<file path="src/design/gic_pkg.sv">
`timescale 1ns / 1ps
// gamepad input conditioner: shared types, widths and reset values
// no dependencies; used by gamepad_input_conditioner_unit
package gic_pkg;

    localparam int NUM_BUTTONS_DEF = 11;

    localparam int STICK_W = 8;
    localparam int TIME_W  = 20;
    localparam int MOVE_W  = 10;
    localparam int DIR_W   = 2;
    localparam int THR_W   = 9;
    localparam int CFG_W   = 20;
    localparam int IDX_W   = 8;

    // shared subtractor width, covers the radicand of the square root
    localparam int ALU_W   = 34;
    localparam int ROOT_W  = 17;
    localparam int REM_W   = 25;
    localparam int QUO_W   = 9;
    localparam int LEN2_W  = 18;
    localparam int MAG_W   = 9;

    localparam logic [4:0] SQRT_LAST_ITER = 5'd16;
    localparam logic [4:0] DIV_LAST_ITER  = 5'd8;

    localparam logic [LEN2_W-1:0] UNIT_LEN2 = 18'd16384;

    localparam int BIT_UP    = 5;
    localparam int BIT_DOWN  = 6;
    localparam int BIT_LEFT  = 7;
    localparam int BIT_RIGHT = 8;

    localparam logic [IDX_W-1:0] CFG_DEADZONE  = 8'd0;
    localparam logic [IDX_W-1:0] CFG_THRESHOLD = 8'd1;
    localparam logic [IDX_W-1:0] CFG_DELAY     = 8'd2;
    localparam logic [IDX_W-1:0] CFG_INTERVAL  = 8'd3;

    localparam logic [STICK_W-1:0] DEADZONE_RST  = 8'd28;
    localparam logic [THR_W-1:0]   THRESHOLD_RST = 9'd140;
    localparam logic [TIME_W-1:0]  DELAY_RST     = 20'd340000;
    localparam logic [TIME_W-1:0]  INTERVAL_RST  = 20'd110000;

    localparam logic signed [DIR_W-1:0] DIR_NONE  = 2'sd0;
    localparam logic signed [DIR_W-1:0] DIR_PLUS  = 2'sd1;
    localparam logic signed [DIR_W-1:0] DIR_MINUS = -2'sd1;

    typedef enum logic [3:0] {
        ST_IDLE,
        ST_LEN,
        ST_CHECK,
        ST_SQRT,
        ST_DIVX,
        ST_DIVY,
        ST_TIMV,
        ST_TIMH,
        ST_DONE
    } state_t;

    function automatic logic [MAG_W-1:0] abs_move(input logic signed [MOVE_W-1:0] v);
        logic signed [MOVE_W-1:0] n;
        n = -v;
        return v[MOVE_W-1] ? n[MAG_W-1:0] : v[MAG_W-1:0];
    endfunction

    function automatic logic signed [DIR_W-1:0] menu_dir(
        input logic                      plus_btn,
        input logic                      minus_btn,
        input logic signed [MOVE_W-1:0]  comp,
        input logic [THR_W-1:0]          thr
    );
        logic signed [MOVE_W+1:0] c;
        logic signed [MOVE_W+1:0] th;
        c  = (MOVE_W+2)'(comp);
        th = $signed({3'b000, thr});
        if (plus_btn || c > th)
            return DIR_PLUS;
        else if (minus_btn || c < -th)
            return DIR_MINUS;
        else
            return DIR_NONE;
    endfunction

endpackage

</file>
<file path="src/design/gamepad_input_conditioner_unit.sv">
`timescale 1ns / 1ps
// gamepad input conditioner top level: button edges, deadzone stick vector
// with unit clamp by shared subtractor (sqrt, divide, repeat timers); uses gic_pkg
//
// channel   dir  fields (low bit first)
// s_axis    in   buttons, stick_x, stick_y, elapsed_us
// m_axis    out  held, pressed, released, move_x, move_y, menu_vertical,
//                menu_horizontal
// cfg       in   write enable, register index, data
//
// a normalized beat runs 17 square root steps and 2 x 9 divide steps, all
// through the one shared 34-bit compare-subtract unit, plus one step per
// repeat timer; a vector within unit length skips the root and the divides.
// s_axis_tready is high only between beats; a finished result sits in the
// output register so the next beat can be taken while m_axis waits.
// reset (rst_n, async low) clears state, timers and the output valid.
module gamepad_input_conditioner_unit #(
    parameter int NUM_BUTTONS = gic_pkg::NUM_BUTTONS_DEF,
    localparam int IN_W  = ((NUM_BUTTONS + 2*gic_pkg::STICK_W + gic_pkg::TIME_W + 7) / 8) * 8,
    localparam int OUT_W = ((3*NUM_BUTTONS + 2*gic_pkg::MOVE_W + 2*gic_pkg::DIR_W + 7) / 8) * 8
) (
    input  logic                         clk,
    input  logic                         rst_n,
    input  logic                         s_axis_tvalid,
    output logic                         s_axis_tready,
    // buttons, stick_x, stick_y, elapsed_us
    input  logic [IN_W-1:0]              s_axis_tdata,
    output logic                         m_axis_tvalid,
    input  logic                         m_axis_tready,
    // held, pressed, released, move_x, move_y, menu_vertical, menu_horizontal
    output logic [OUT_W-1:0]             m_axis_tdata,
    input  logic                         cfg_we,
    input  logic [gic_pkg::IDX_W-1:0]    cfg_index,
    input  logic [gic_pkg::CFG_W-1:0]    cfg_data
);

    localparam int NB   = NUM_BUTTONS;
    localparam int SW   = gic_pkg::STICK_W;
    localparam int TW   = gic_pkg::TIME_W;
    localparam int MW   = gic_pkg::MOVE_W;
    localparam int DW   = gic_pkg::DIR_W;
    localparam int AW   = gic_pkg::ALU_W;
    localparam int RW   = gic_pkg::ROOT_W;
    localparam int REMW = gic_pkg::REM_W;
    localparam int QW   = gic_pkg::QUO_W;
    localparam int L2W  = gic_pkg::LEN2_W;
    localparam int MGW  = gic_pkg::MAG_W;

    // configuration
    logic [SW-1:0]            deadzone_reg;
    logic [gic_pkg::THR_W-1:0] threshold_reg;
    logic [TW-1:0]            delay_reg;
    logic [TW-1:0]            interval_reg;

    gic_pkg::state_t state_reg, state_next;

    logic [4:0]               iter_reg, iter_next;
    logic [NB-1:0]            btn_reg, btn_next;
    logic [NB-1:0]            prev_reg, prev_next;
    logic [TW-1:0]            dt_reg, dt_next;
    logic [3:0]               dpad_reg, dpad_next;   // up, down, left, right
    logic signed [MW-1:0]     mx_reg, mx_next;
    logic signed [MW-1:0]     my_reg, my_next;
    logic [L2W-1:0]           len2_reg, len2_next;
    logic [AW-1:0]            rad_reg, rad_next;
    logic [AW-1:0]            root_reg, root_next;
    logic [REMW-1:0]          rem_reg, rem_next;
    logic [QW-1:0]            quo_reg, quo_next;
    logic signed [MW-1:0]     vx_reg, vx_next;
    logic signed [MW-1:0]     vy_reg, vy_next;
    logic signed [DW-1:0]     vdir_reg, vdir_next;
    logic signed [DW-1:0]     hdir_reg, hdir_next;
    logic [TW-1:0]            vtim_reg, vtim_next;
    logic [TW-1:0]            htim_reg, htim_next;
    logic signed [DW-1:0]     mv_reg, mv_next;
    logic signed [DW-1:0]     mh_reg, mh_next;
    logic                     out_valid_reg, out_valid_next;
    logic [OUT_W-1:0]         out_data_reg, out_data_next;

    // shared compare-subtract unit
    logic [AW-1:0]            alu_a;
    logic [AW-1:0]            alu_b;
    logic [AW:0]              alu_diff;
    logic                     alu_borrow;

    logic                     in_beat;
    logic                     out_load;
    logic                     norm_needed;

    // input field split
    logic [NB-1:0]            in_buttons;
    logic [SW-1:0]            in_stick_x;
    logic [SW-1:0]            in_stick_y;
    logic [TW-1:0]            in_elapsed;
    logic [31:0]              btn_wide;

    logic signed [SW:0]       ax_raw, ay_raw;
    logic [SW:0]              ax_mag, ay_mag;
    logic signed [MW-1:0]     ax, ay;

    logic [MGW-1:0]           magx, magy;
    logic [L2W-1:0]           sqx, sqy;
    logic [AW-1:0]            one_bit;
    logic [QW-1:0]            quo_full;
    logic signed [MW-1:0]     quo_signed;
    logic signed [DW-1:0]     dir_v, dir_h;
    logic                     tim_fire;

    assign in_buttons = s_axis_tdata[NB-1:0];
    assign in_stick_x = s_axis_tdata[NB+SW-1:NB];
    assign in_stick_y = s_axis_tdata[NB+2*SW-1:NB+SW];
    assign in_elapsed = s_axis_tdata[NB+2*SW+TW-1:NB+2*SW];
    assign btn_wide   = 32'(in_buttons);

    assign s_axis_tready = (state_reg == gic_pkg::ST_IDLE);
    assign in_beat       = s_axis_tvalid && s_axis_tready;
    assign m_axis_tvalid = out_valid_reg;
    assign m_axis_tdata  = out_data_reg;
    assign out_load      = (state_reg == gic_pkg::ST_DONE) && (!out_valid_reg || m_axis_tready);

    // centred stick with deadzone
    always_comb
    begin
        ax_raw = $signed({1'b0, in_stick_x}) - $signed(9'd128);
        ay_raw = $signed({1'b0, in_stick_y}) - $signed(9'd128);
        ax_mag = ax_raw[SW] ? 9'(-ax_raw) : 9'(ax_raw);
        ay_mag = ay_raw[SW] ? 9'(-ay_raw) : 9'(ay_raw);
        ax = (ax_mag <= {1'b0, deadzone_reg}) ? '0 : MW'(ax_raw);
        ay = (ay_mag <= {1'b0, deadzone_reg}) ? '0 : MW'(ay_raw);
    end

    assign magx = gic_pkg::abs_move(mx_reg);
    assign magy = gic_pkg::abs_move(my_reg);
    assign sqx  = L2W'(magx) * L2W'(magx);
    assign sqy  = L2W'(magy) * L2W'(magy);
    assign norm_needed = len2_reg > gic_pkg::UNIT_LEN2;
    assign one_bit = AW'(1) << {iter_reg, 1'b0};

    assign alu_diff   = {1'b0, alu_a} - {1'b0, alu_b};
    assign alu_borrow = alu_diff[AW];

    assign quo_full = {quo_reg[QW-2:0], !alu_borrow};
    assign dir_v = gic_pkg::menu_dir(dpad_reg[1], dpad_reg[0], vy_reg, threshold_reg);
    assign dir_h = gic_pkg::menu_dir(dpad_reg[3], dpad_reg[2], vx_reg, threshold_reg);
    assign tim_fire = alu_borrow || (alu_diff[TW-1:0] == '0);

    always_comb
    begin
        quo_signed = MW'(quo_full);
        if ((state_reg == gic_pkg::ST_DIVX && mx_reg[MW-1]) ||
            (state_reg == gic_pkg::ST_DIVY && my_reg[MW-1]))
            quo_signed = -MW'(quo_full);
    end

    // next state
    always_comb
    begin
        state_next = state_reg;
        unique case (state_reg)
            gic_pkg::ST_IDLE:  if (in_beat) state_next = gic_pkg::ST_LEN;
            gic_pkg::ST_LEN:   state_next = gic_pkg::ST_CHECK;
            gic_pkg::ST_CHECK: state_next = norm_needed ? gic_pkg::ST_SQRT : gic_pkg::ST_TIMV;
            gic_pkg::ST_SQRT:  if (iter_reg == '0) state_next = gic_pkg::ST_DIVX;
            gic_pkg::ST_DIVX:  if (iter_reg == '0) state_next = gic_pkg::ST_DIVY;
            gic_pkg::ST_DIVY:  if (iter_reg == '0) state_next = gic_pkg::ST_TIMV;
            gic_pkg::ST_TIMV:  state_next = gic_pkg::ST_TIMH;
            gic_pkg::ST_TIMH:  state_next = gic_pkg::ST_DONE;
            gic_pkg::ST_DONE:  if (out_load) state_next = gic_pkg::ST_IDLE;
            default:           state_next = gic_pkg::ST_IDLE;
        endcase
    end

    // shared unit operand select
    always_comb
    begin
        alu_a = '0;
        alu_b = '0;
        unique case (state_reg)
            gic_pkg::ST_SQRT:
            begin
                alu_a = rad_reg;
                alu_b = root_reg | one_bit;
            end
            gic_pkg::ST_DIVX, gic_pkg::ST_DIVY:
            begin
                alu_a = AW'(rem_reg);
                alu_b = AW'(root_reg[RW-1:0]) << iter_reg[3:0];
            end
            gic_pkg::ST_TIMV:
            begin
                alu_a = AW'(vtim_reg);
                alu_b = AW'(dt_reg);
            end
            gic_pkg::ST_TIMH:
            begin
                alu_a = AW'(htim_reg);
                alu_b = AW'(dt_reg);
            end
            default:
            begin
                alu_a = '0;
                alu_b = '0;
            end
        endcase
    end

    // datapath next values
    always_comb
    begin
        iter_next      = iter_reg;
        btn_next       = btn_reg;
        prev_next      = prev_reg;
        dt_next        = dt_reg;
        dpad_next      = dpad_reg;
        mx_next        = mx_reg;
        my_next        = my_reg;
        len2_next      = len2_reg;
        rad_next       = rad_reg;
        root_next      = root_reg;
        rem_next       = rem_reg;
        quo_next       = quo_reg;
        vx_next        = vx_reg;
        vy_next        = vy_reg;
        vdir_next      = vdir_reg;
        hdir_next      = hdir_reg;
        vtim_next      = vtim_reg;
        htim_next      = htim_reg;
        mv_next        = mv_reg;
        mh_next        = mh_reg;
        out_valid_next = out_valid_reg && !m_axis_tready;
        out_data_next  = out_data_reg;

        unique case (state_reg)
            gic_pkg::ST_IDLE:
            begin
                if (in_beat)
                begin
                    btn_next  = in_buttons;
                    dt_next   = in_elapsed;
                    dpad_next = {btn_wide[gic_pkg::BIT_RIGHT], btn_wide[gic_pkg::BIT_LEFT],
                                 btn_wide[gic_pkg::BIT_DOWN], btn_wide[gic_pkg::BIT_UP]};
                    mx_next = ax + (btn_wide[gic_pkg::BIT_RIGHT] ? MW'(128) : MW'(0))
                                 - (btn_wide[gic_pkg::BIT_LEFT]  ? MW'(128) : MW'(0));
                    my_next = ay + (btn_wide[gic_pkg::BIT_DOWN] ? MW'(128) : MW'(0))
                                 - (btn_wide[gic_pkg::BIT_UP]   ? MW'(128) : MW'(0));
                end
            end
            gic_pkg::ST_LEN:
            begin
                len2_next = sqx + sqy;
            end
            gic_pkg::ST_CHECK:
            begin
                rad_next  = AW'(len2_reg) << 16;
                root_next = '0;
                iter_next = gic_pkg::SQRT_LAST_ITER;
                vx_next   = mx_reg <<< 1;
                vy_next   = my_reg <<< 1;
            end
            gic_pkg::ST_SQRT:
            begin
                if (!alu_borrow)
                begin
                    rad_next  = alu_diff[AW-1:0];
                    root_next = (root_reg >> 1) | one_bit;
                end
                else
                begin
                    root_next = root_reg >> 1;
                end
                iter_next = iter_reg - 5'd1;
                if (iter_reg == '0)
                begin
                    iter_next = gic_pkg::DIV_LAST_ITER;
                    rem_next  = REMW'(magx) << 16;
                    quo_next  = '0;
                end
            end
            gic_pkg::ST_DIVX, gic_pkg::ST_DIVY:
            begin
                if (!alu_borrow)
                    rem_next = alu_diff[REMW-1:0];
                quo_next  = quo_full;
                iter_next = iter_reg - 5'd1;
                if (iter_reg == '0)
                begin
                    if (state_reg == gic_pkg::ST_DIVX)
                    begin
                        vx_next   = quo_signed;
                        iter_next = gic_pkg::DIV_LAST_ITER;
                        rem_next  = REMW'(magy) << 16;
                        quo_next  = '0;
                    end
                    else
                    begin
                        vy_next = quo_signed;
                    end
                end
            end
            gic_pkg::ST_TIMV:
            begin
                if (dir_v == gic_pkg::DIR_NONE)
                begin
                    vdir_next = gic_pkg::DIR_NONE;
                    vtim_next = '0;
                    mv_next   = gic_pkg::DIR_NONE;
                end
                else if (dir_v != vdir_reg)
                begin
                    vdir_next = dir_v;
                    vtim_next = delay_reg;
                    mv_next   = dir_v;
                end
                else if (tim_fire)
                begin
                    vtim_next = interval_reg;
                    mv_next   = dir_v;
                end
                else
                begin
                    vtim_next = alu_diff[TW-1:0];
                    mv_next   = gic_pkg::DIR_NONE;
                end
            end
            gic_pkg::ST_TIMH:
            begin
                if (dir_h == gic_pkg::DIR_NONE)
                begin
                    hdir_next = gic_pkg::DIR_NONE;
                    htim_next = '0;
                    mh_next   = gic_pkg::DIR_NONE;
                end
                else if (dir_h != hdir_reg)
                begin
                    hdir_next = dir_h;
                    htim_next = delay_reg;
                    mh_next   = dir_h;
                end
                else if (tim_fire)
                begin
                    htim_next = interval_reg;
                    mh_next   = dir_h;
                end
                else
                begin
                    htim_next = alu_diff[TW-1:0];
                    mh_next   = gic_pkg::DIR_NONE;
                end
            end
            gic_pkg::ST_DONE:
            begin
                if (out_load)
                begin
                    out_valid_next = 1'b1;
                    out_data_next  = OUT_W'({mh_reg, mv_reg, vy_reg, vx_reg,
                                             ~btn_reg & prev_reg,
                                             btn_reg & ~prev_reg,
                                             btn_reg});
                    prev_next = btn_reg;
                end
            end
            default:
            begin
                iter_next = iter_reg;
            end
        endcase
    end

    // configuration writes
    always_ff @(posedge clk or negedge rst_n)
    begin
        if (!rst_n)
        begin
            deadzone_reg  <= gic_pkg::DEADZONE_RST;
            threshold_reg <= gic_pkg::THRESHOLD_RST;
            delay_reg     <= gic_pkg::DELAY_RST;
            interval_reg  <= gic_pkg::INTERVAL_RST;
        end
        else if (cfg_we)
        begin
            if (cfg_index == gic_pkg::CFG_DEADZONE)
                deadzone_reg <= cfg_data[SW-1:0];
            if (cfg_index == gic_pkg::CFG_THRESHOLD)
                threshold_reg <= cfg_data[gic_pkg::THR_W-1:0];
            if (cfg_index == gic_pkg::CFG_DELAY)
                delay_reg <= cfg_data[TW-1:0];
            if (cfg_index == gic_pkg::CFG_INTERVAL)
                interval_reg <= cfg_data[TW-1:0];
        end
    end

    // control and persistent state
    always_ff @(posedge clk or negedge rst_n)
    begin
        if (!rst_n)
        begin
            state_reg     <= gic_pkg::ST_IDLE;
            iter_reg      <= '0;
            prev_reg      <= '0;
            vdir_reg      <= gic_pkg::DIR_NONE;
            hdir_reg      <= gic_pkg::DIR_NONE;
            vtim_reg      <= '0;
            htim_reg      <= '0;
            out_valid_reg <= 1'b0;
        end
        else
        begin
            state_reg     <= state_next;
            iter_reg      <= iter_next;
            prev_reg      <= prev_next;
            vdir_reg      <= vdir_next;
            hdir_reg      <= hdir_next;
            vtim_reg      <= vtim_next;
            htim_reg      <= htim_next;
            out_valid_reg <= out_valid_next;
        end
    end

    // payload registers
    always_ff @(posedge clk)
    begin
        btn_reg      <= btn_next;
        dt_reg       <= dt_next;
        dpad_reg     <= dpad_next;
        mx_reg       <= mx_next;
        my_reg       <= my_next;
        len2_reg     <= len2_next;
        rad_reg      <= rad_next;
        root_reg     <= root_next;
        rem_reg      <= rem_next;
        quo_reg      <= quo_next;
        vx_reg       <= vx_next;
        vy_reg       <= vy_next;
        mv_reg       <= mv_next;
        mh_reg       <= mh_next;
        out_data_reg <= out_data_next;
    end

endmodule
</file>
<file path="config.mk">
export PLATFORM = sky130hd
export DESIGN_NAME = gamepad_input_conditioner_unit
export DESIGN_NICKNAME = d
export VERILOG_FILES = /design/src/design/gic_pkg.sv /design/src/design/gamepad_input_conditioner_unit.sv
export SDC_FILE = /design/constraint.sdc
export NUM_CORES = 1
export LEC_CHECK = 0
export BUFFER_PORTS_ARGS = -buffer_cell sky130_fd_sc_hd__buf_4
export CORE_MARGIN = 4
export CORE_UTILIZATION = 60
export CTS_CLUSTER_DIAMETER = 120
export DETAILED_ROUTE_END_ITERATION = 8
export PLACE_DENSITY = 0.84
export SETUP_SLACK_MARGIN = 0.2
export SLEW_MARGIN = 10
export SYNTH_ARGS = -nofsm -noshare
export SYNTH_HDL_FRONTEND = slang
export SYNTH_SLANG_ARGS = --single-unit
</file>
<file path="constraint.sdc">
create_clock -name clk -period 8.6 [get_ports clk]
set_input_delay 1.72 -clock clk [delete_from_list [all_inputs] [get_ports clk]]
set_output_delay 1.72 -clock clk [all_outputs]
set_load 0.02 [all_outputs]
</file>
==> impl_metrics.env <==
export IMPL_synth_edff_count=250
export IMPL_synthArstFlopShare_pct=32.80
export IMPL_cap_violations=0
export IMPL_max_freq_mhz=131.3
export IMPL_start_util_pct=60.53
export IMPL_cp_common_cell="inv_1"
export IMPL_insertion_delay_ps=590
export IMPL_antenna_found_initial=2
export IMPL_tritoncts="yes"
export IMPL_cp_max_fo=11
export IMPL_fin_skew_ps=24.92
export IMPL_cts_root_buf="clkbuf_16"
export IMPL_drive_gt1_share_pct=14.15
export IMPL_io_buffers=138
export IMPL_seqCellArea_um2=10590
export IMPL_cp_slowest_stage_delay_ps=590
export IMPL_rsz0062_at_grt="false"
export IMPL_relSlewSlack_pct=17.56
export IMPL_cp_start_kind="flop"
export IMPL_cts_hold_buffers=0
export IMPL_critical_path_arrival_ps=7930
export IMPL_hold_path_class="reg -> reg"
export IMPL_via_count=20090
export IMPL_fillerInstances=3115
export IMPL_seq_area_frac_synth_pct=41.78
export IMPL_post_route_drc_count=0
export IMPL_fin_crit_ps=7617
export IMPL_cts_buffer_depth=3
export IMPL_multi_input_area_um2=13430
export IMPL_grt_ovfl_total=0
export IMPL_wl_per_cell_um=21.87
export IMPL_grt_pass1_vias=20070
export IMPL_core_um2=41850
export IMPL_grt_usage_pct=29.99
export IMPL_grt_max_degree=73
export IMPL_final_period_utilization_pct=88.57
export IMPL_tns_ps=0
export IMPL_cp_end_kind="flop"
export IMPL_syn_avg_cell_area_um2=10.28
export IMPL_postCtsSetupRepairBufs=0
export IMPL_die_h_um=213.5
export IMPL_postCtsResizedCells=0
export IMPL_setup_viol=0
export IMPL_drt_wl_total_um=68830
export IMPL_area_growth_syn_to_layout_pct=12.09
export IMPL_synth_cell_types=90
export IMPL_drtAntennaViolNets=0
export IMPL_largest_reg_flops=57
export IMPL_synth_seq_cells=372
export IMPL_yosys_warnings=0
export IMPL_dieArea_um2=45570
export IMPL_hpwlAfterDp_um=49980
export IMPL_routed_via_density=6.385
export IMPL_finalHoldViolCount=0
export IMPL_rows=75
export IMPL_worstSetupPathType="reg -> reg"
export IMPL_gp_congestion=0.9941
export IMPL_mappedNetlistArea_um2=25330
export IMPL_drtIter0Drc=2526
export IMPL_nNetsFinal=2923
export IMPL_synthCells=2464
export IMPL_finalMaxSlewViolations=0
export IMPL_ioPinCount=147
export IMPL_clk_pin_slew_worst_paths_ps=60
export IMPL_clock_sinks=372
export IMPL_worstPathRequired_ps=8910
export IMPL_grt_first_pass_wirelength_um=108500
export IMPL_crit_slowest_cell="fa_1"
export IMPL_cts_buffers=42
export IMPL_die_width_um=213.5
export IMPL_firstDrtPassIters=6
export IMPL_synthFlopType="edfxtp_1"
export IMPL_worst_pin_slew_ps=1233
export IMPL_cts_max_level=2
export IMPL_outcome="finished, final reports clean"
==> synth_stat cells (all sizes together), types with 7 or more instances <==
cell	number	share of area, %
a221oi	16	0.55
dfrtp	102	10
fa	100	7.9
a21oi	122	2.4
nor4	15	0.43
nand2b	26	0.64
ha	169	8.3
a222oi	30	1.2
o31ai	32	1.0
dfstp	20	2.1
nand4	16	0.40
o21ai	112	2.2
nor3	34	0.69
a221o	24	0.95
mux2i	44	1.7
a21boi	7	0.21
nand3	27	0.55
o21a	27	0.80
mux2	58	2.6
nor2	222	3.3
a21o	33	0.98
edfxtp	250	30
xor2	49	1.7
a22oi	24	0.71
and2	24	0.59
o22ai	15	0.40
nand2	210	3.1
xnor2	53	1.8
buf	30	0.67
o211ai	7	0.21
a311oi	9	0.31
nor2b	46	1.2
or2	9	0.22
and3	43	1.1
a31oi	31	0.82
inv	229	3.4
clkbuf	88	1.3
a211oi	16	0.47
==> cell type report <==
class	count	share of cell area [%]
clock inverter	23	1.035
inverter	234	3.093
timing repair buffer	177	4.679
tap	539	2.375
multi-input combinational	1746	47.29
clock buffer	55	4.234
sequential	372	37.28
antenna	1	0.008813
==> per-stage QoR <==
stage          std cells  utilization (%)  instance area, um^2  setup WS, ps  hold slack [ps]
2_1_floorplan       2470                -                25360          1642            400.3
3_3_place_gp        3068            64.27                26900          1218            401.4
3_5_place_dp        3068            64.27                26900          1101            412.3
4_1_cts             3146            67.84                28390         997.5            425.7
5_1_grt             3147            67.85                28400         537.4            437.3
6_report            3147            67.85                28400         983.1            426.0
==> routing by layer <==
metal	vias to the layer above	GRT usage, %	routed length [um]
met4	0	11.50	2725
met1	9875	40.29	27120
li1	9055	-	-
met2	978	49.73	33120
met3	186	4.579	5875
met5	-	0	0
==> critical path, delay by kind of cell (launching register included) <==
kind | cells | cell delay [ps]
AO/OA/AOI/OAI | 7 | 1600
XOR/XNOR | 2 | 230
adder cells (fa/ha/maj) | 8 | 3740
buffers and inverters | 8 | 870
flip-flops | 1 | 540
AND/OR/NAND/NOR | 3 | 360
==> kinds of logic (layout without fill, tap and decap cells) <==
logic type,count (synthesis),after routing,share of synthesized area [%]
flip-flops,372,372,41.78
XOR/XNOR,102,102,3.526
adder cells (fa/ha/maj),269,269,16.25
AO/OA/AOI/OAI,562,562,15.27
AND/OR/NAND/NOR,700,700,13.04
multiplexers,106,106,4.672
other,1,8,0.01480
buffers and inverters,352,489,5.438
==> worst paths after layout <==
kind / start / slack [ps] / endpoint / cells after the start
worst max-delay path: my_reg[0] / 980 / len2_reg[16] / 28
worst min-delay path: mv_reg[0] / 430 / m_axis_tdata[53] / 0
worst max register to register: my_reg[0] / 980 / len2_reg[16] / 28
worst min register to register: mv_reg[0] / 430 / m_axis_tdata[53] / 0
max in group asynchronous: rst_n / 6010 / state_reg[0] / 2
min in group asynchronous: rst_n / 1290 / prev_reg[2] / 1
==> placed cells by master, fill, tap and decap left out, types with 27 or more instances in the layout <==
cell / synthesis / layout
o31ai_1: 30 / 30
edfxtp_1: 250 / 250
mux2i_1: 44 / 44
nor3_1: 33 / 33
nand2_1: 210 / 208
and3_1: 43 / 43
nor2b_1: 45 / 44
xnor2_1: 53 / 53
xor2_1: 49 / 49
clkbuf_16: 0 / 44
a222oi_1: 30 / 30
o21a_1: 27 / 27
buf_4: 7 / 177
fa_1: 100 / 100
o21ai_0: 99 / 99
a21oi_1: 121 / 120
mux2_2: 58 / 58
inv_1: 227 / 225
dfrtp_1: 102 / 101
a21o_1: 33 / 33
nor2_1: 222 / 222
a31oi_1: 30 / 30
ha_1: 169 / 169
Power is left out: the tool's default activity adds up to more than one toggle a clock period on the data nets, which glitch-free logic cannot reach.
